--- src/hdl/srj_pkg.sv ---
// Package for the short resistance judge: widths, constants, shared types
// and the window/judge functions used by the control and output stages.
// No dependencies.
`default_nettype none

package srj_pkg;

  localparam int unsigned ReadingW  = 24;
  localparam int unsigned LimitW    = 23;
  localparam int unsigned BudgetW   = 8;
  localparam int unsigned CfgIdxW   = 1;

  localparam int unsigned RetestFactor = 5;
  localparam int unsigned Limit5W      = LimitW + 3;

  localparam int unsigned RunLength = 6;
  localparam int unsigned RunCntW   = $clog2(RunLength + 1);
  localparam int unsigned SumW      = (ReadingW - 1) + $clog2(RunLength);

  // mean = (sum * MeanRecip) >> MeanShift, exact for sum < 2**SumW
  localparam int unsigned MeanShift = SumW + RunCntW;
  localparam int unsigned RecipW    = MeanShift + 1;
  localparam logic [RecipW-1:0] MeanRecip =
    RecipW'(((64'd1 << MeanShift) + 64'(RunLength) - 64'd1) / 64'(RunLength));

  localparam logic signed [ReadingW-1:0] WinLowMohm  = 24'sd10000;
  localparam logic signed [ReadingW-1:0] WinHighMohm = 24'sd50000;
  localparam int unsigned WinDivisor  = 5;
  localparam int unsigned WinInW      = 16;
  localparam int unsigned WinDivShift = 18;
  localparam int unsigned WinRecipW   = 17;
  localparam logic [WinRecipW-1:0] WinRecip =
    WinRecipW'(((32'd1 << WinDivShift) + 32'(WinDivisor) - 32'd1) / 32'(WinDivisor));

  localparam logic [LimitW-1:0]  LimitReset  = 23'd5000;
  localparam logic [BudgetW-1:0] BudgetReset = 8'd150;

  localparam logic [CfgIdxW-1:0] CfgIdxLimit  = 1'b0;
  localparam logic [CfgIdxW-1:0] CfgIdxBudget = 1'b1;

  typedef struct packed {
    logic [LimitW-1:0]  limit;
    logic [Limit5W-1:0] limit5;
    logic [BudgetW-1:0] budget;
  } cfg_t;

  typedef struct packed {
    logic signed [ReadingW-1:0] raw;
    logic [SumW-1:0]            sum;
    logic                       averaged;
    logic                       retested;
  } emit_t;

  typedef struct packed {
    logic signed [ReadingW-1:0] value;
    logic                       averaged;
    logic                       retested;
  } res_t;

  function automatic logic in_window(logic signed [ReadingW-1:0] v);
    return (v > WinLowMohm) && (v < WinHighMohm);
  endfunction

  // floor(v/5) < limit is the same as v < 5*limit inside the window
  function automatic logic judge_pass(logic signed [ReadingW-1:0] v, cfg_t cfg);
    logic pos;
    pos = !v[ReadingW-1] && (v != '0);
    if (in_window(v)) begin
      return Limit5W'($unsigned(v)) < cfg.limit5;
    end
    return pos && (v[LimitW-1:0] < cfg.limit);
  endfunction

  function automatic logic signed [ReadingW-1:0] window_rule(logic signed [ReadingW-1:0] v);
    logic [WinInW+WinRecipW-1:0] prod;
    prod = v[WinInW-1:0] * WinRecip;
    if (in_window(v)) begin
      return signed'(ReadingW'(prod >> WinDivShift));
    end
    return v;
  endfunction

endpackage

`default_nettype wire

--- src/hdl/srj_judge.sv ---
// Output stage: window rule, pass judgment and the result register.
// Depends on srj_pkg.
`default_nettype none

module srj_judge (
  input  logic                                clk_i,
  input  logic                                rst_ni,
  input  logic                                valid_i,
  output logic                                ready_o,
  input  srj_pkg::res_t                       res_i,
  input  srj_pkg::cfg_t                       cfg_i,
  output logic                                out_valid_o,
  input  logic                                out_ready_i,
  output logic signed [srj_pkg::ReadingW-1:0] result_mohm_o,
  output logic                                pass_o,
  output logic                                retested_o,
  output logic                                averaged_o
);
  import srj_pkg::*;

  logic                       valid_q;
  logic signed [ReadingW-1:0] result_q;
  logic                       pass_q, retested_q, averaged_q;
  logic                       load;

  assign ready_o = !valid_q || out_ready_i;
  assign load    = valid_i && ready_o;

  always_ff @(posedge clk_i or negedge rst_ni) begin
    if (!rst_ni) begin
      valid_q <= 1'b0;
    end else if (ready_o) begin
      valid_q <= valid_i;
    end
  end

  always_ff @(posedge clk_i) begin
    if (load) begin
      result_q   <= window_rule(res_i.value);
      pass_q     <= judge_pass(res_i.value, cfg_i);
      retested_q <= res_i.retested;
      averaged_q <= res_i.averaged;
    end
  end

  assign out_valid_o   = valid_q;
  assign result_mohm_o = result_q;
  assign pass_o        = pass_q;
  assign retested_o    = retested_q;
  assign averaged_o    = averaged_q;

endmodule

`default_nettype wire

--- config.mk ---
export PLATFORM = sky130hd
export DESIGN_NAME = srj_judge
export DESIGN_NICKNAME = d
export VERILOG_FILES = /design/src/hdl/srj_pkg.sv /design/src/hdl/srj_judge.sv
export SDC_FILE = /design/constraint.sdc
export NUM_CORES = 1
export LEC_CHECK = 0
export ABC_CLOCK_PERIOD_IN_PS = 1900
export BUFFER_PORTS_ARGS = -buffer_cell sky130_fd_sc_hd__buf_2
export CORE_ASPECT_RATIO = 0.75
export CORE_UTILIZATION = 60
export CTS_CLUSTER_SIZE = 10
export DETAILED_ROUTE_END_ITERATION = 7
export PLACE_DENSITY = 0.84
export SYNTH_ARGS = -nofsm -noshare
export SYNTH_HDL_FRONTEND = slang
export SYNTH_SLANG_ARGS = --single-unit
--- constraint.sdc ---
create_clock -name clk_i -period 1.9 [get_ports clk_i]
set_input_delay 0 -clock clk_i [delete_from_list [all_inputs] [get_ports clk_i]]
set_output_delay 0 -clock clk_i [all_outputs]
set_load 0.01 [all_outputs]
==> impl_metrics.toml <==
[yosys]
synth_top_family_by_area = "adder cells"
synth_common_cells = "inv_1, ha_1, fa_1"
synth.cell_area_um2 = 7370
syn-mean-instance-area_um2 = 9.03
synth-compound-area-share = 0.124
synth.most_common_cell = "inv_1"
yosys.area_share.adder = 0.536
syn_inst = 816
yosys.area_share.simple = 0.0695
synth_edf_count = 27
synthDistinctLibCells = 52
muxShareOfSynthArea = 0.00153
async_reset_ff_frac = 0.0357
synth.largest_area_cell = "ha_1"
yosys_warnings = 0
synth_xor_area_frac = 0.0250
synth_top_cell_area_share = 0.321
ys_top_cells_by_area = "ha_1, fa_1, inv_1, edfxtp_1, a21oi_1"
synthFlopType = "edfxtp_1"
ys_ff_latch = 28
syn_nets = 1171
seq_area_frac_synth = 0.113

[critical_path]
critPathKind = "input port to flip-flop"
crit_arrival_ns = 4.84
cp_slowest_cell = "fa_2"
cpPeakStageDelay_ns = 0.56
crit_top_cell = "fa_1"
crit_path_start_kind = "input port"
crit_path_max_fanout = 7
path_buf_inv = 5
cp-end-kind = "flip-flop"
worst_ep_required_time_ns = 1.92
path_delay_family = "adder cells"
crit_chain = "buf_6, buf_6, buf_4, ha_1, inv_2, fa_1, fa_1, inv_1, fa_1, fa_2, ha_2, ha_2, a21o_1, a31o_1, a41o_1, a2111o_1, o22ai_4, xor2_2, o21ai_1"

[final_layout]
drive_above_1_share = 0.358
fin_nets = 1422
final_cells = 1231
area_growth_syn_to_layout_pct = 39.5

[sta]
setup_ws_ns = -2.92
timing.final.crit_period_ns = 4.82
post-route-period-util = 2.54
hold_slack_ns = 0.0337
final_hold_viol_count = 0
max_freq_ghz = 0.208
tightest_slew_ns = 0.548
slew_headroom = 0.632
finalMaxSlewViolations = 0
rsz0062_at_grt = "true"
setup_viol = 15
skew_ns = 0.00790

[clocking]
root_buffer = "clkbuf_16"
cts_sinks = 28
cts_buffers = 3
clock_latency_ns = 0.28
cts_tree = "built"
max-clock-path-buffers = 2
htree_levels = 1
clk_pin_slew_ns = 0.09

[placed_design]
place.gp.congestion = 0.977
hpwl_um = 20100
port_buffers = 107
dp.cells = 1202

[die]
start_util = 0.625
fp.dieH_um = 98.0
coreArea_um2 = 11800
placementRows = 34
die_area_um2 = 12700
ios = 116
die_w_um = 130

[routing]
firstDrtPassIters = 6
final_antenna_net_count = 0
drc_errors = 0
viasPerCell = 6.27
drt_iter0_drc = 990
finalWirelength_um = 31000
num_vias = 7719
wire_per_inst_um = 25.2

[status]
status = "finished with violations"
violations = "negative setup slack"

[power_and_ir_drop]
p_sw_w = 0.00974
p_per_area_nw_per_um2 = 1850
p_int_w = 0.00926
p_clk_frac = 0.036
seqPwrFrac = 0.039
p_leak_nw = 5.49
combPwrFrac = 0.925
peakVddDrop_mv = 2.96
swShare = 0.512

[grt]
antenna_found_initial = 3
grt_max_degree = 28
grtUsageTotal = 0.438
overflow = 0
grt_pass1_wl_um = 40900
grt_pass1_vias = 7525

[worst_hold_path]
hp-class = "input port to flip-flop"

[run]
drv.max_cap_violation_count = 0
[state kept, by name, summed over array words and instances (netlist names)]
register / count
result_mohm_o: 24
averaged_o: 1
out_valid_o: 1
pass_o: 1
retested_o: 1
[layout by cell type (no fill, tap or decap), types with 9 or more instances in the layout]
| cell type | Yosys | routed |
|---|---|---|
| o21ai_0 | 29 | 13 |
| xor2_1 | 16 | 10 |
| inv_1 | 239 | 206 |
| nand2_1 | 39 | 35 |
| nand4_1 | 12 | 12 |
| ha_4 | 0 | 30 |
| buf_2 | 2 | 92 |
| a21oi_1 | 37 | 32 |
| fa_1 | 79 | 77 |
| buf_6 | 0 | 19 |
| ha_1 | 189 | 153 |
| a21o_1 | 18 | 18 |
| buf_4 | 0 | 137 |
| o21ai_1 | 1 | 9 |
| inv_2 | 0 | 23 |
| edfxtp_1 | 27 | 27 |
[metal layers]
metal,GRT usage,share of wire,vias up
li1,-,-,3168
met1,0.544,0.35,3572
met2,0.695,0.41,694
met3,0.154,0.14,273
met4,0.173,0.084,12
met5,0.0118,0.010,-
[through the flow]
stage / worst slack, ns / area [µm²] / utilization / total power, W / TNS [ns]
5_1_grt: -3.05 / 10300 / 0.872 / 0.0202 / -41.36
4_1_cts: -2.84 / 9950 / 0.845 / 0.0171 / -38.29
3_5_place_dp: -3.27 / 9450 / 0.802 / 0.0147 / -44.44
6_report: -2.92 / 10300 / 0.872 / 0.0190 / -38.94
2_1_floorplan: -2.67 / 7760 / - / 0.00981 / -35.20
3_3_place_gp: -3.22 / 9450 / 0.802 / 0.0143 / -43.90
[path summary, 6_finish.rpt]
path                                    startpoint                              end  slack (ns)  depth (start not counted)
setup / recovery                          res_i[9]      result_mohm_o[10]$_DFFE_PP_       -2.92                         19
hold / removal                           res_i[18]  result_mohm_o[16]$_SDFFCE_PP0P_        0.03                          2
setup reg to reg           out_valid_o$_DFFE_PN0N_       result_mohm_o[7]$_DFFE_PP_        0.50                          3
hold reg to reg            out_valid_o$_DFFE_PN0N_          out_valid_o$_DFFE_PN0N_        0.59                          2
max in group asynchronous                   rst_ni          out_valid_o$_DFFE_PN0N_        1.77                          2
min in group asynchronous                   rst_ni          out_valid_o$_DFFE_PN0N_        0.04                          2
[kinds of logic (layout without fill, tap and decap cells)]
| family | after synthesis | after routing |
|---|---|---|
| compound gates | 139 | 139 |
| xor+xnor | 21 | 21 |
| fa+ha+maj | 268 | 268 |
| buf+inv | 256 | 506 |
| flops | 28 | 28 |
| mux | 1 | 1 |
| other cells | 0 | 3 |
| simple gates | 103 | 103 |
[power by group through the flow]
stage	sequential, W	clock (W)	combinational (W)
after global routing	0.000745	0.000677	0.0188
after detailed placement	0.000745	0	0.0139
after floorplan	0.000761	0	0.00905
final	0.000744	0.000681	0.0176
after CTS	0.000731	0.000633	0.0157
after global placement	0.000742	0	0.0135
[cell type report]
cell class	instances	area [µm²]
repair buffers	263	1920
well taps	162	203
flip-flops and latches	28	836
clock buffers	3	75.1
multi-input cells	532	6280
diodes	3	7.51
inverters	239	935
clock inverters	1	30.0
fillers	522	1510
[what timing repair did]
item | in CTS | in global routing
resized for setup | 73 | 54
hold endpoints to repair | 7 | 0
setup endpoints to repair | 15 | 15
cloned | 0 | 1
setup buffers | 5 | 12
pin swaps | 56 | 53
hold buffers | 7 | 0
Note: power is estimated with default switching activity, not from simulation.
