--- src/hdl/srj_pkg.sv ---
// Package for the short resistance judge: widths, constants, shared types
// and the window/judge functions used by the control and output stages.
// No dependencies.
`default_nettype none

package srj_pkg;

  localparam int unsigned ReadingW  = 24;
  localparam int unsigned LimitW    = 23;
  localparam int unsigned BudgetW   = 8;
  localparam int unsigned CfgIdxW   = 1;

  localparam int unsigned RetestFactor = 5;
  localparam int unsigned Limit5W      = LimitW + 3;

  localparam int unsigned RunLength = 6;
  localparam int unsigned RunCntW   = $clog2(RunLength + 1);
  localparam int unsigned SumW      = (ReadingW - 1) + $clog2(RunLength);

  // mean = (sum * MeanRecip) >> MeanShift, exact for sum < 2**SumW
  localparam int unsigned MeanShift = SumW + RunCntW;
  localparam int unsigned RecipW    = MeanShift + 1;
  localparam logic [RecipW-1:0] MeanRecip =
    RecipW'(((64'd1 << MeanShift) + 64'(RunLength) - 64'd1) / 64'(RunLength));

  localparam logic signed [ReadingW-1:0] WinLowMohm  = 24'sd10000;
  localparam logic signed [ReadingW-1:0] WinHighMohm = 24'sd50000;
  localparam int unsigned WinDivisor  = 5;
  localparam int unsigned WinInW      = 16;
  localparam int unsigned WinDivShift = 18;
  localparam int unsigned WinRecipW   = 17;
  localparam logic [WinRecipW-1:0] WinRecip =
    WinRecipW'(((32'd1 << WinDivShift) + 32'(WinDivisor) - 32'd1) / 32'(WinDivisor));

  localparam logic [LimitW-1:0]  LimitReset  = 23'd5000;
  localparam logic [BudgetW-1:0] BudgetReset = 8'd150;

  localparam logic [CfgIdxW-1:0] CfgIdxLimit  = 1'b0;
  localparam logic [CfgIdxW-1:0] CfgIdxBudget = 1'b1;

  typedef struct packed {
    logic [LimitW-1:0]  limit;
    logic [Limit5W-1:0] limit5;
    logic [BudgetW-1:0] budget;
  } cfg_t;

  typedef struct packed {
    logic signed [ReadingW-1:0] raw;
    logic [SumW-1:0]            sum;
    logic                       averaged;
    logic                       retested;
  } emit_t;

  typedef struct packed {
    logic signed [ReadingW-1:0] value;
    logic                       averaged;
    logic                       retested;
  } res_t;

  function automatic logic in_window(logic signed [ReadingW-1:0] v);
    return (v > WinLowMohm) && (v < WinHighMohm);
  endfunction

  // floor(v/5) < limit is the same as v < 5*limit inside the window
  function automatic logic judge_pass(logic signed [ReadingW-1:0] v, cfg_t cfg);
    logic pos;
    pos = !v[ReadingW-1] && (v != '0);
    if (in_window(v)) begin
      return Limit5W'($unsigned(v)) < cfg.limit5;
    end
    return pos && (v[LimitW-1:0] < cfg.limit);
  endfunction

  function automatic logic signed [ReadingW-1:0] window_rule(logic signed [ReadingW-1:0] v);
    logic [WinInW+WinRecipW-1:0] prod;
    prod = v[WinInW-1:0] * WinRecip;
    if (in_window(v)) begin
      return signed'(ReadingW'(prod >> WinDivShift));
    end
    return v;
  endfunction

endpackage

`default_nettype wire

--- src/hdl/srj_ctrl.sv ---
// Retest sequencer: quick check, run and budget tracking, first pipeline register.
// Depends on srj_pkg.
`default_nettype none

module srj_ctrl (
  input  logic                             clk_i,
  input  logic                             rst_ni,
  input  logic                             in_valid_i,
  output logic                             in_ready_o,
  input  logic signed [srj_pkg::ReadingW-1:0] reading_mohm_i,
  input  logic                             start_pair_i,
  input  srj_pkg::cfg_t                    cfg_i,
  input  logic                             ready_i,
  output logic                             valid_o,
  output srj_pkg::emit_t                   emit_o
);
  import srj_pkg::*;

  logic                       retest_q, retest_d;
  logic [RunCntW-1:0]         run_cnt_q, run_cnt_d;
  logic [SumW-1:0]            run_sum_q, run_sum_d;
  logic [BudgetW-1:0]         smp_cnt_q, smp_cnt_d;
  logic signed [ReadingW-1:0] last_bad_q, last_bad_d;
  logic                       valid_q, valid_d;
  emit_t                      emit_q, emit_d;
  logic                       accept, fire;
  logic [RunCntW-1:0]         cnt_n;
  logic [SumW-1:0]            sum_n;
  logic [BudgetW-1:0]         smp_n;
  logic                       good;

  assign in_ready_o = !valid_q || ready_i;
  assign accept     = in_valid_i && in_ready_o;

  always_comb begin
    retest_d   = retest_q;
    run_cnt_d  = run_cnt_q;
    run_sum_d  = run_sum_q;
    smp_cnt_d  = smp_cnt_q;
    last_bad_d = last_bad_q;
    fire       = 1'b0;
    emit_d     = emit_q;
    smp_n      = smp_cnt_q + 1'b1;
    good       = !reading_mohm_i[ReadingW-1] && (reading_mohm_i != '0) &&
                 (Limit5W'($unsigned(reading_mohm_i)) < cfg_i.limit5);
    sum_n      = good ? run_sum_q + SumW'(reading_mohm_i[LimitW-1:0]) : '0;
    cnt_n      = good ? run_cnt_q + 1'b1 : '0;
    if (accept) begin
      if (start_pair_i) begin
        if (judge_pass(reading_mohm_i, cfg_i)) begin
          retest_d        = 1'b0;
          fire            = 1'b1;
          emit_d.raw      = reading_mohm_i;
          emit_d.averaged = 1'b0;
          emit_d.retested = 1'b0;
        end else begin
          retest_d   = 1'b1;
          run_cnt_d  = '0;
          run_sum_d  = '0;
          smp_cnt_d  = '0;
          last_bad_d = '0;
        end
      end else if (retest_q) begin
        smp_cnt_d = smp_n;
        run_cnt_d = cnt_n;
        run_sum_d = sum_n;
        if (!good) begin
          last_bad_d = reading_mohm_i;
        end
        if (cnt_n == RunCntW'(RunLength)) begin
          retest_d        = 1'b0;
          run_cnt_d       = '0;
          run_sum_d       = '0;
          fire            = 1'b1;
          emit_d.sum      = sum_n;
          emit_d.averaged = 1'b1;
          emit_d.retested = 1'b1;
        end else if (smp_n == cfg_i.budget) begin
          retest_d        = 1'b0;
          run_cnt_d       = '0;
          run_sum_d       = '0;
          fire            = 1'b1;
          emit_d.raw      = good ? last_bad_q : reading_mohm_i;
          emit_d.averaged = 1'b0;
          emit_d.retested = 1'b1;
        end
      end
    end
    valid_d = fire ? 1'b1 : (ready_i ? 1'b0 : valid_q);
  end

  always_ff @(posedge clk_i or negedge rst_ni) begin
    if (!rst_ni) begin
      retest_q   <= 1'b0;
      run_cnt_q  <= '0;
      run_sum_q  <= '0;
      smp_cnt_q  <= '0;
      last_bad_q <= '0;
      valid_q    <= 1'b0;
    end else begin
      retest_q   <= retest_d;
      run_cnt_q  <= run_cnt_d;
      run_sum_q  <= run_sum_d;
      smp_cnt_q  <= smp_cnt_d;
      last_bad_q <= last_bad_d;
      valid_q    <= valid_d;
    end
  end

  always_ff @(posedge clk_i) begin
    if (fire) begin
      emit_q <= emit_d;
    end
  end

  assign valid_o = valid_q;
  assign emit_o  = emit_q;

endmodule

`default_nettype wire

--- config.mk ---
export PLATFORM = sky130hd
export DESIGN_NAME = srj_ctrl
export DESIGN_NICKNAME = d
export VERILOG_FILES = /design/src/hdl/srj_pkg.sv /design/src/hdl/srj_ctrl.sv
export SDC_FILE = /design/constraint.sdc
export NUM_CORES = 1
export LEC_CHECK = 0
export BUFFER_PORTS_ARGS = -buffer_cell sky130_fd_sc_hd__buf_2
export CELL_PAD_IN_SITES_DETAIL_PLACEMENT = 1
export CELL_PAD_IN_SITES_GLOBAL_PLACEMENT = 1
export CORE_MARGIN = 2
export CORE_UTILIZATION = 42
export CTS_BUF_LIST = sky130_fd_sc_hd__clkbuf_2
export CTS_CLUSTER_SIZE = 8
export DETAILED_ROUTE_END_ITERATION = 16
export GPL_ROUTABILITY_DRIVEN = 0
export PLACE_DENSITY = 0.75
export SKIP_LAST_GASP = 1
export SYNTH_ARGS = -nofsm -noshare
export SYNTH_HDL_FRONTEND = slang
export SYNTH_SLANG_ARGS = --single-unit
export TNS_END_PERCENT = 50
--- constraint.sdc ---
create_clock -name clk_i -period 9.6 [get_ports clk_i]
set_clock_uncertainty 0.2 [all_clocks]
set_input_delay 2.4 -clock clk_i [delete_from_list [all_inputs] [get_ports clk_i]]
set_output_delay 2.4 -clock clk_i [all_outputs]
set_load 0.02 [all_outputs]
==> results by group, run 1 <==
Finish
  – Final core utilization: 0.493
  – Final #Nets: roughly 1000
  – Fill cell count: 2044
  – Share of layout cells above drive strength 1: 0.212
  – Multi-input logic area: between 3000 and 4000 µm²
  – Syn-to-layout area delta: 15.4%
  – Final instance area: 8460 µm²
  – Sequential Area: 3140 µm²

Drt
  – Routed WL per cell: 20.2 µm
  – Vias: approximately 6500
  – Total Wirelength: 22.6 mm
  – Avg Vias per Cell: about 5.8
  – ANT nets after route: 0
  – DR iter-0 viols: 429
  – DR pass1 iterations: 5
  – Post-route DRC: 0

Timing
  – Endpoints failing setup: 0
  – Sum Neg Setup Slack: 0 ps
  – Worst hold slack: 312 ps
  – Slew @ Worst Pin: ~1200 ps
  – Max Slew Vio Count: 0
  – Max Freq: 165 MHz
  – RSZ-0062 raised after global routing: false
  – Final Hold Viols: 0
  – Relative slew slack: 0.195
  – Final Cycle Share: 0.632
  – Final worst path period need: 6070 ps

Yosys
  – Net Count, Synth: 905
  – Post-synth EDFFs: 52
  – Mean Syn Cell Area: 9.80 µm²
  – Synth cell types: 68
  – Gate Count Post-Synth: 748
  – YS warnings: 0
  – Number of synthesized register bits: about 120
  – Cell Area, Synth: approximately 7300 µm²
  – Dominant synthesized flop cell: dfrtp_1
  – Post-synth top area share: 0.215
  – Most area-hungry cell type in the Yosys netlist: dfrtp_1
  – Async S/R FF share, synth: 0.548
  – Register area share after synthesis: 0.428
  – Area contributors post-synth: dfrtp_1, edfxtp_1, ha_1

Floorplan
  – Num ports: 140
  – Initial Utilization: 0.427
  – Core Box Area: 17200 µm²
  – Die H: 136 µm
  – Die span in x: 136 µm
  – Row count: 48
  – Die footprint: 18500 µm²

Placed design
  – IO buf count: 139
  – HPWL after DPL: 16.5 mm
  – Placed inst area: roughly 8200 µm²

CTS
  – Post_cts resized: 0
  – CTS root buf: clkbuf_2
  – Clk Latency, worst-skew pair: 710 ps
  – Clock-pin slew on the worst setup and hold paths: 160 ps
  – H-tree depth: 4
  – CTS tree: done
  – CTS buffer count: 17
  – CTS Buffer Depth: 2
  – Post-CTS setup buffer count: 0
  – Clock sinks: about 120
  – Hold buffers post-CTS: 0

Run
  – Max Cap Viol: 0

Critical path
  – Crit Reg-Reg Startpoint: run_sum_q[0]
  – R2R Path End: emit_o[26]
  – Worst setup path endpoint: emit_o[47]
  – R2r setup slk: ~6000 ps
  – Critical Path Fanout Max: 31
  – Crit Path Class: in2reg
  – CP startpoint: reading_mohm_i[19]
  – Crit path DAT: 6330 ps
  – Cells on worst reg2reg path: 11
  – Crit path capture type: register
  – Critical path data required time: just under 10000 ps
  – CP Launch Type: input pin

GRT
  – Number of global-route vias before repair: just under 7000
  – GRT overflow: 0
  – Antenna violations before repair: 1
  – First-pass GRT wire length: roughly 36 mm
  – Largest net degree at the start of global routing: 64
  – Gr usage total: 0.251

Power
  – Int Power: 909 µW
  – Clock power share: 0.239
  – Reg power frac: 0.461
  – Logic gate share of total power: 0.300
  – Pwr/cell area: 165 nW/µm²
  – Leak: about 0.0041 µW
  – Psw: about 500 µW
  – Sw Ratio: 0.350
  – Worst VDD drop: about 0.070 mV

Hold path
  – Hold Crit Class: reg2reg

Outcome
  – Status: finished clean
## critical path, stage by stage
cell	delay (ps)
buf_2	160
ha_1	330
a21o_1	170
a21o_1	180
a221o_1	340
a21oi_1	150
o32a_1	290
nand4_1	710
buf_4	550
nand2_1	120
nand2_1	510
a22o_1	390
## worst min-delay path by stage
stage,endpoint,slack (ps),startpoint,cells past startpoint
after global placement,last_bad_q[23],260,last_bad_q[23],2
after global routing,run_sum_q[16],330,run_sum_q[16],2
after CTS,run_sum_q[16],310,run_sum_q[16],2
after floorplan,last_bad_q[23],240,last_bad_q[23],2
final,run_sum_q[16],310,run_sum_q[16],2
after detailed placement,run_sum_q[16],270,run_sum_q[16],2
## per-stage QoR
step / worst slack (ps) / power, µW / instances
6_report: 3530 / 1400 / 1119
5_1_grt: 3250 / 1490 / 1119
4_1_cts: 3580 / 1400 / 1118
3_5_place_dp: 2790 / 1070 / 1086
3_3_place_gp: 3010 / 1050 / 1086
2_1_floorplan: 2390 / 935 / 748
## registers in the layout, indices dropped and copies added (netlist names)
signal,flops
emit_o,52
last_bad_q,24
retest_q,1
run_cnt_q,3
run_sum_q,26
smp_cnt_q,8
valid_o,1
## cell usage after synthesis (all sizes together) (2+ instances only)
library cell / count
and4: 3
a22o: 44
mux2i: 2
and2: 9
or3: 3
or4: 2
o41ai: 4
nand3: 59
inv: 55
clkbuf: 23
nand2b: 4
buf: 11
o21bai: 5
edfxtp: 52
o21a: 7
nand4: 34
and3: 6
a31oi: 6
or2: 4
a21o: 26
xnor2: 21
o31ai: 7
o21ai: 30
nor3: 8
dfrtp: 63
nor4: 6
xor2: 10
nor2b: 5
o211ai: 4
a311oi: 2
a41o: 4
ha: 70
a2111oi: 2
a211oi: 6
a21oi: 31
nand2: 60
nor2: 41
## cell families after synthesis
family          Yosys count  share of synthesized area
xor+xnor                 31                     0.0370
simple gates            248                      0.170
fa+ha+maj                71                      0.122
flops                   115                      0.428
compound gates          190                      0.188
mux                       3                    0.00427
buf+inv                  90                     0.0500
## layout by cell type, fill, tap and decap left out, drive strengths merged, types with 6 or more instances in the layout
cell type  instances
a211oi             6
dfrtp             63
o21ai             30
xor2              10
nor4               6
edfxtp            52
ha                70
o21a               7
clkbuf            20
a31oi              6
nand4             34
clkinv             7
and3               6
nand2             60
nor2              41
nor3               8
o31ai              7
buf              147
nand3             59
and2               9
xnor2             21
a21oi             31
a21o              26
inv               55
a22o              44
## cell type report
type                       count  share of cell area
inverter                      56              0.0248
sequential                   115               0.371
clock inverter                12              0.0164
clock buffer                  20              0.0118
antenna                        1            0.000296
multi-input combinational    543               0.453
tap                          225              0.0333
timing repair buffer         147              0.0893
## power groups by stage
stage                     Sequential (µW)  Clock [µW]  Combinational [µW]
after floorplan                       645           0                 290
after CTS                             645         339                 421
after global routing                  655         363                 468
after global placement                649           0                 396
after detailed placement              656           0                 416
final                                 645         334                 420
## layer usage
layer / track usage / wire (µm) / vias to the layer above
met5: 0 / 0 / -
met4: 0.0995 / 611 / 0
met3: 0.0391 / 936 / 56
met2: 0.427 / 10900 / 171
met1: 0.320 / 10100 / 3220
li1: - / - / 3045
Note: power is estimated with default switching activity, not from simulation.
==> inputs of run 2 (changes only) <==
==> constraint.sdc (replaced) <==
create_clock -name clk_i -period 5.9 [get_ports clk_i]
set_clock_uncertainty 0.2 [all_clocks]
set_input_delay 1.475 -clock clk_i [delete_from_list [all_inputs] [get_ports clk_i]]
set_output_delay 1.475 -clock clk_i [all_outputs]
set_load 0.02 [all_outputs]
==> run 2 against run 1 <==
Net effect: combinational power up 64%; first-iteration DRC count increased by 0.93%; register-to-register slack worse by 3700 ps; via count grew 0.66%; largest power group unchanged.
==> results by group, run 2 (synthesis gave the netlist of run 1 again) <==
Outcome
  – Status: finished clean (unchanged)

Run
  – Max Cap Viol: 0 (unchanged)

GRT
  – Number of global-route vias before repair: 7125 (was 6894)
  – Gr usage total: 0.260 (was 0.251)
  – First-pass GRT wire length: 37.0 mm (was 35.8 mm)
  – Antenna violations before repair: 0 (was 1)
  – Largest net degree at the start of global routing: 52 (was 64)
  – GRT overflow: 0 (unchanged)

Finish
  – Share of layout cells above drive strength 1: 0.214 (was 0.212)
  – Multi-input logic area: 3840 µm² (was 3830 µm²)
  – Syn-to-layout area delta: 15.1% (was 15.4%)
  – Final #Nets: 1041 (was 1037)
  – Commonest non-fill, non-tap cells in the layout: buf_2, ha_1, dfrtp_1 (unchanged)
  – Ant. Diodes: 0 (was 1)
  – Fill cell count: 2067 (was 2044)
  – Most common cell after layout, fill and taps aside: buf_2 (unchanged)
  – Sequential Area: 3140 µm² (unchanged)
  – Max reg flops: 52 (unchanged)

Drt
  – DR pass1 iterations: 5 (unchanged)
  – DR iter-0 viols: 433 (was 429)
  – Routed WL per cell: 20.4 µm (was 20.2 µm)
  – Avg Vias per Cell: 5.83 (was 5.80)
  – ANT nets after route: 0 (unchanged)
  – Post-route DRC: 0 (unchanged)
  – Total Wirelength: 22.9 mm (was 22.6 mm)
  – Vias: 6535 (was 6492)

Timing
  – Slew @ Worst Pin: 845 ps (was 1210 ps)
  – Max Freq: 229 MHz
  – Endpoints failing setup: 0 (unchanged)
  – RSZ-0062 raised after global routing: false (unchanged)
  – Final Hold Viols: 0 (unchanged)
  – Max Slew Vio Count: 0 (unchanged)
  – Final worst path period need: 4370 ps
  – PnR worst setup slack: 1530 ps (was 3530 ps)
  – Final Cycle Share: 0.741
  – Relative slew slack: 0.435 (was 0.195)
  – Sum Neg Setup Slack: 0 ps (unchanged)

Critical path
  – Crit path capture type: register (unchanged)
  – Critical path data required time: 6320 ps (was 9860 ps)
  – CP Launch Type: input pin (unchanged)
  – Crit path DAT: 4790 ps (was 6330 ps)
  – Crit Path Class: in2reg (unchanged)
  – Critical Path Fanout Max: 32 (was 31)
  – Cells on worst reg2reg path: 11 (unchanged)

Floorplan
  – Row count: 48 (unchanged)
  – Die span in x: 136 µm (unchanged)
  – Die footprint: 18500 µm² (unchanged)
  – Die H: 136 µm (unchanged)
  – Num ports: 140 (unchanged)
  – Core Box Area: 17200 µm² (unchanged)
  – Initial Utilization: 0.427 (unchanged)

Power
  – Total Power: 2190 µW (was 1400 µW)
  – Leak: 0.00415 µW (was 0.00414 µW)
  – Logic gate share of total power: 0.315 (was 0.300)
  – Worst VDD drop: 0.133 mV (was 0.0704 mV)
  – Reg power frac: 0.481 (was 0.461)
  – Psw: 792 µW (was 490 µW)
  – Pwr/cell area: 260 nW/µm² (was 165 nW/µm²)
  – Clock power share: 0.205 (was 0.239)
  – Int Power: 1400 µW (was 909 µW)
  – Sw Ratio: 0.362 (was 0.350)

CTS
  – Post_cts resized: 0 (unchanged)
  – Clk Latency, worst-skew pair: 740 ps (was 710 ps)
  – CTS buffer count: 17 (unchanged)
  – Hold buffers post-CTS: 0 (unchanged)
  – CTS Buffer Depth: 2 (unchanged)
  – Clock-pin slew on the worst setup and hold paths: 150 ps (was 160 ps)
  – Clock sinks: 115 (unchanged)
  – CTS tree: done (unchanged)
  – H-tree depth: 4 (unchanged)
  – CTS root buf: clkbuf_2 (unchanged)
  – Post-CTS setup buffer count: 0 (unchanged)

Placed design
  – Post-Place Worst Slack: 819 ps (was 2790 ps)
  – HPWL after DPL: 17.0 mm (was 16.5 mm)
  – IO buf count: 139 (unchanged)

Hold path
  – Hold path cells: 2 (unchanged)
  – Hold Crit Class: reg2reg (unchanged)
[run 2: power groups by stage]
stage | combinational (µW) | sequential (µW) | clock [µW]
5_1_grt | 774 | 1070 | 495
3_3_place_gp | 648 | 1060 | 0
3_5_place_dp | 683 | 1070 | 0
4_1_cts | 691 | 1050 | 456
2_1_floorplan | 472 | 1050 | 0
6_report | 689 | 1050 | 448
[run 2: stage by stage]
step | instance area [µm²] | hold WS [ps] | util | cells
2_1_floorplan | 7340 | 239 | - | 748
3_3_place_gp | 8260 | 254 | 0.481 | 1090
3_5_place_dp | 8260 | 279 | 0.481 | 1090
4_1_cts | 8440 | 316 | 0.491 | 1121
5_1_grt | 8440 | 339 | 0.491 | 1121
6_report | 8440 | 309 | 0.491 | 1121
[run 2: final timing paths]
check	from	end	slack, ps
setup / recovery	reading_mohm_i[8]	smp_cnt_q[7]	1530
hold / removal	run_sum_q[12]	run_sum_q[12]	310
setup reg to reg	run_sum_q[0]	emit_o[26]	2300
hold reg to reg	run_sum_q[12]	run_sum_q[12]	310
max in group asynchronous	rst_ni	last_bad_q[4]	3980
min in group asynchronous	rst_ni	run_sum_q[18]	430
[run 2: worst max-delay path, stage by stage]
cell,delay (ps)
buf_2,170
ha_1,350
a21o_1,200
a21o_1,180
a21oi_1,190
o2111ai_1,130
a2111oi_0,520
a311oi_2,200
a21oi_4,650
buf_4,460
o21ai_0,170
o41ai_1,80
[run 2: area by class of cell]
class / count / area share
Clock inverter: 9 / 0.00786
Sequential cell: 115 / 0.372
Inverter: 56 / 0.0249
Clock buffer: 22 / 0.0131
Multi-Input combinational cell: 543 / 0.456
Timing Repair Buffer: 151 / 0.0931
Tap cell: 225 / 0.0334
[run 2: per-layer routing]
metal | share of wire | up-vias | GRT usage
met2 | 0.51 | 176 | 0.455
met5 | 0 | - | 0
li1 | - | 3062 | -
met3 | 0.051 | 33 | 0.0459
met4 | 0.016 | 0 | 0.0718
met1 | 0.43 | 3264 | 0.328
==> inputs of run 3 (changes only) <==
--- a/config.mk
+++ b/config.mk
@@ -9,7 +9,7 @@
 export CELL_PAD_IN_SITES_DETAIL_PLACEMENT = 1
 export CELL_PAD_IN_SITES_GLOBAL_PLACEMENT = 1
 export CORE_MARGIN = 2
-export CORE_UTILIZATION = 42
+export CORE_UTILIZATION = 40
 export CTS_BUF_LIST = sky130_fd_sc_hd__clkbuf_2
 export CTS_CLUSTER_SIZE = 8
 export DETAILED_ROUTE_END_ITERATION = 16
==> constraint.sdc (replaced) <==
create_clock -name clk_i -period 3.9 [get_ports clk_i]
set_clock_uncertainty 0.2 [all_clocks]
set_input_delay 0.975 -clock clk_i [delete_from_list [all_inputs] [get_ports clk_i]]
set_output_delay 0.975 -clock clk_i [all_outputs]
set_load 0.02 [all_outputs]
==> run 3 against run 2 <==
Net effect: via count is 4.5% higher; cell count rose by 7.9%; register-to-register slack lost 1800 ps; combinational power rose by 71%; total power increased by 63%; sequential power is 51% higher; sequential share of layout area decreased by 3.3 points; critical path type unchanged; highest routed layer unchanged.
==> results by group, run 3 (synthesis gave the netlist of run 1 again) <==
Critical path
  – CP top delay family: buffers and inverters (was compound AO/OA/AOI/OAI gates)
  – Slowest-stage cell, CP: nor4_1 (was a21oi_4)
  – CP bufs+invs: 6 (was 2)
  – Max incr delay on CP: 450 ps (was 650 ps)
  – CP Launch Type: input pin (unchanged)
  – Crit path capture type: register (unchanged)
  – Crit path DAT: 3660 ps (was 4790 ps)
  – Critical Path Fanout Max: 24 (was 32)
  – Worst-path cell chain: buf_2, nor4_1, buf_4, nand2_1, o41ai_1, a2111oi_1, buf_4, a2111oi_0, buf_4, a311oi_2, buf_4, nor4_4, buf_12 (was buf_2, ha_1, a21o_1, a21o_1, a21oi_1, o2111ai_1, a2111oi_0, a311oi_2, a21oi_4, buf_4, o21ai_0, o41ai_1)
  – Critical path's most frequent cell: buf_4 (was a21o_1)
  – Critical path data required time: 4140 ps (was 6320 ps)
  – Crit Path Class: in2reg (unchanged)

CTS
  – CTS buffer count: 17 (unchanged)
  – Clk Latency, worst-skew pair: 750 ps (was 740 ps)
  – Clock-pin slew on the worst setup and hold paths: 200 ps (was 150 ps)
  – CTS root buf: clkbuf_2 (unchanged)
  – H-tree depth: 4 (unchanged)
  – Post-CTS setup buffer count: 0 (unchanged)
  – Clock sinks: 115 (unchanged)
  – Post_cts resized: 0 (unchanged)
  – CTS Buffer Depth: 2 (unchanged)
  – CTS tree: done (unchanged)

GRT
  – Largest net degree at the start of global routing: 64 (was 52)
  – Antenna violations before repair: 3 (was 0)
  – GRT overflow: 0 (unchanged)
  – Number of global-route vias before repair: 7218 (was 7125)
  – First-pass GRT wire length: 38.2 mm (was 37.0 mm)
  – Gr usage total: 0.251 (was 0.260)

Power
  – Worst VDD drop: 0.199 mV (was 0.133 mV)
  – Clock power share: 0.223 (was 0.205)
  – Leak: 0.00456 µW (was 0.00415 µW)
  – Sw Ratio: 0.364 (was 0.362)
  – Psw: 1290 µW (was 792 µW)
  – Logic gate share of total power: 0.331 (was 0.315)
  – Int Power: 2260 µW (was 1400 µW)
  – Pwr/cell area: 384 nW/µm² (was 260 nW/µm²)
  – Reg power frac: 0.446 (was 0.481)

Timing
  – Slew @ Worst Pin: 583 ps (was 845 ps)
  – Endpoints failing setup: 0 (unchanged)
  – Final Cycle Share: 0.877
  – Final Hold Viols: 0 (unchanged)
  – Relative slew slack: 0.611 (was 0.435)
  – RSZ-0062 raised after global routing: false (unchanged)
  – Max Freq: about 300 MHz
  – Max Slew Vio Count: 0 (unchanged)
  – Final worst path period need: 3420 ps
  – Worst hold slack: 308 ps (was 309 ps)

Finish
  – Final instance area: 9270 µm² (was 8440 µm²)
  – Most common cell after layout, fill and taps aside: buf_2 (unchanged)
  – Commonest non-fill, non-tap cells in the layout: buf_2, buf_4, ha_1 (was buf_2, ha_1, dfrtp_1)
  – Max reg flops: 52 (unchanged)
  – Final core utilization: 0.516 (was 0.491)
  – Final #Nets: 1122 (was 1041)
  – Final non-filler cell total: 1210 (was 1121)
  – Share of layout cells above drive strength 1: 0.290 (was 0.214)
  – Syn-to-layout area delta: 26.4% (was 15.1%)

Placed design
  – HPWL after DPL: 18.5 mm (was 17.0 mm)
  – IO buf count: 139 (unchanged)
  – Post-Place Cells: 1174 (was 1090)
  – Placed inst area: 9020 µm² (was 8260 µm²)

Drt
  – Avg Vias per Cell: 5.65 (was 5.83)
  – Vias: 6832 (was 6535)
  – DR iter-0 viols: 412 (was 433)
  – Routed WL per cell: 19.8 µm (was 20.4 µm)
  – ANT nets after route: 0 (unchanged)
  – Total Wirelength: 23.9 mm (was 22.9 mm)
  – DR pass1 iterations: 6 (was 5)
  – Post-route DRC: 0 (unchanged)

Outcome
  – Status: finished clean (unchanged)

Floorplan
  – Core Box Area: 18000 µm² (was 17200 µm²)
  – Row count: 49 (was 48)
  – Die footprint: 19400 µm² (was 18500 µm²)
  – Num ports: 140 (unchanged)
  – Die span in x: 139 µm (was 136 µm)
  – Initial Utilization: 0.408 (was 0.427)
  – Die H: 139 µm (was 136 µm)

Hold path
  – Hold Crit Class: reg2reg (unchanged)

Run
  – Max Cap Viol: 0 (unchanged)
-- run 3: tightest hold or removal path, delay by kind of cell, from the launching register on --
kind	cells	cell delay, ps
flip-flops	1	400
AND/OR/NAND/NOR	2	100
-- run 3: final cells by class --
type | count | area [µm²]
multi-input combinational | 543 | 3910
timing repair buffer | 232 | 1470
tap | 229 | 287
clock inverter | 15 | 143
inverter | 56 | 225
fill | 2093 | 8700
sequential | 115 | 3140
antenna | 3 | 7.51
clock buffer | 17 | 85.1
-- run 3: path summary, 6_finish.rpt --
path / from / cells after the start / to / slack, ps
setup / recovery: reading_mohm_i[0] / 13 / emit_o[38] / 480
hold / removal: last_bad_q[23] / 2 / last_bad_q[23] / 310
setup reg to reg: run_sum_q[0] / 12 / run_sum_q[24] / 510
hold reg to reg: last_bad_q[23] / 2 / last_bad_q[23] / 310
max in group asynchronous: rst_ni / 3 / last_bad_q[0] / 2600
min in group asynchronous: rst_ni / 3 / run_sum_q[2] / 520
-- run 3: power groups by stage --
stage | combinational, µW | clock (µW) | sequential [µW]
floorplan | 723 | 0 | 1590
global placement | 1120 | 0 | 1600
detailed placement | 1160 | 0 | 1610
CTS | 1180 | 812 | 1590
global route | 1310 | 852 | 1610
finish | 1180 | 795 | 1590
-- run 3: per-stage QoR --
stage          power, µW  setup WS [ps]  TNS [ps]
2_1_floorplan       2310           -282     -6760
3_3_place_gp        2720           -261     -9520
3_5_place_dp        2780           -271    -13730
4_1_cts             3570            534         0
5_1_grt             3770            266         0
6_report            3560            478         0
-- run 3: timing repair --
action                                  4_1_cts  5_1_grt
endpoints found under the hold margin         7        0
hold buffers                                  1        0
endpoints found under the setup margin        0        0
-- run 3: routing by layer --
layer	vias to the layer above	global-route usage	share of wire
met2	187	0.397	0.46
li1	3219	-	-
met5	-	0	0
met1	3372	0.340	0.46
met4	0	0.101	0.033
met3	54	0.0482	0.046
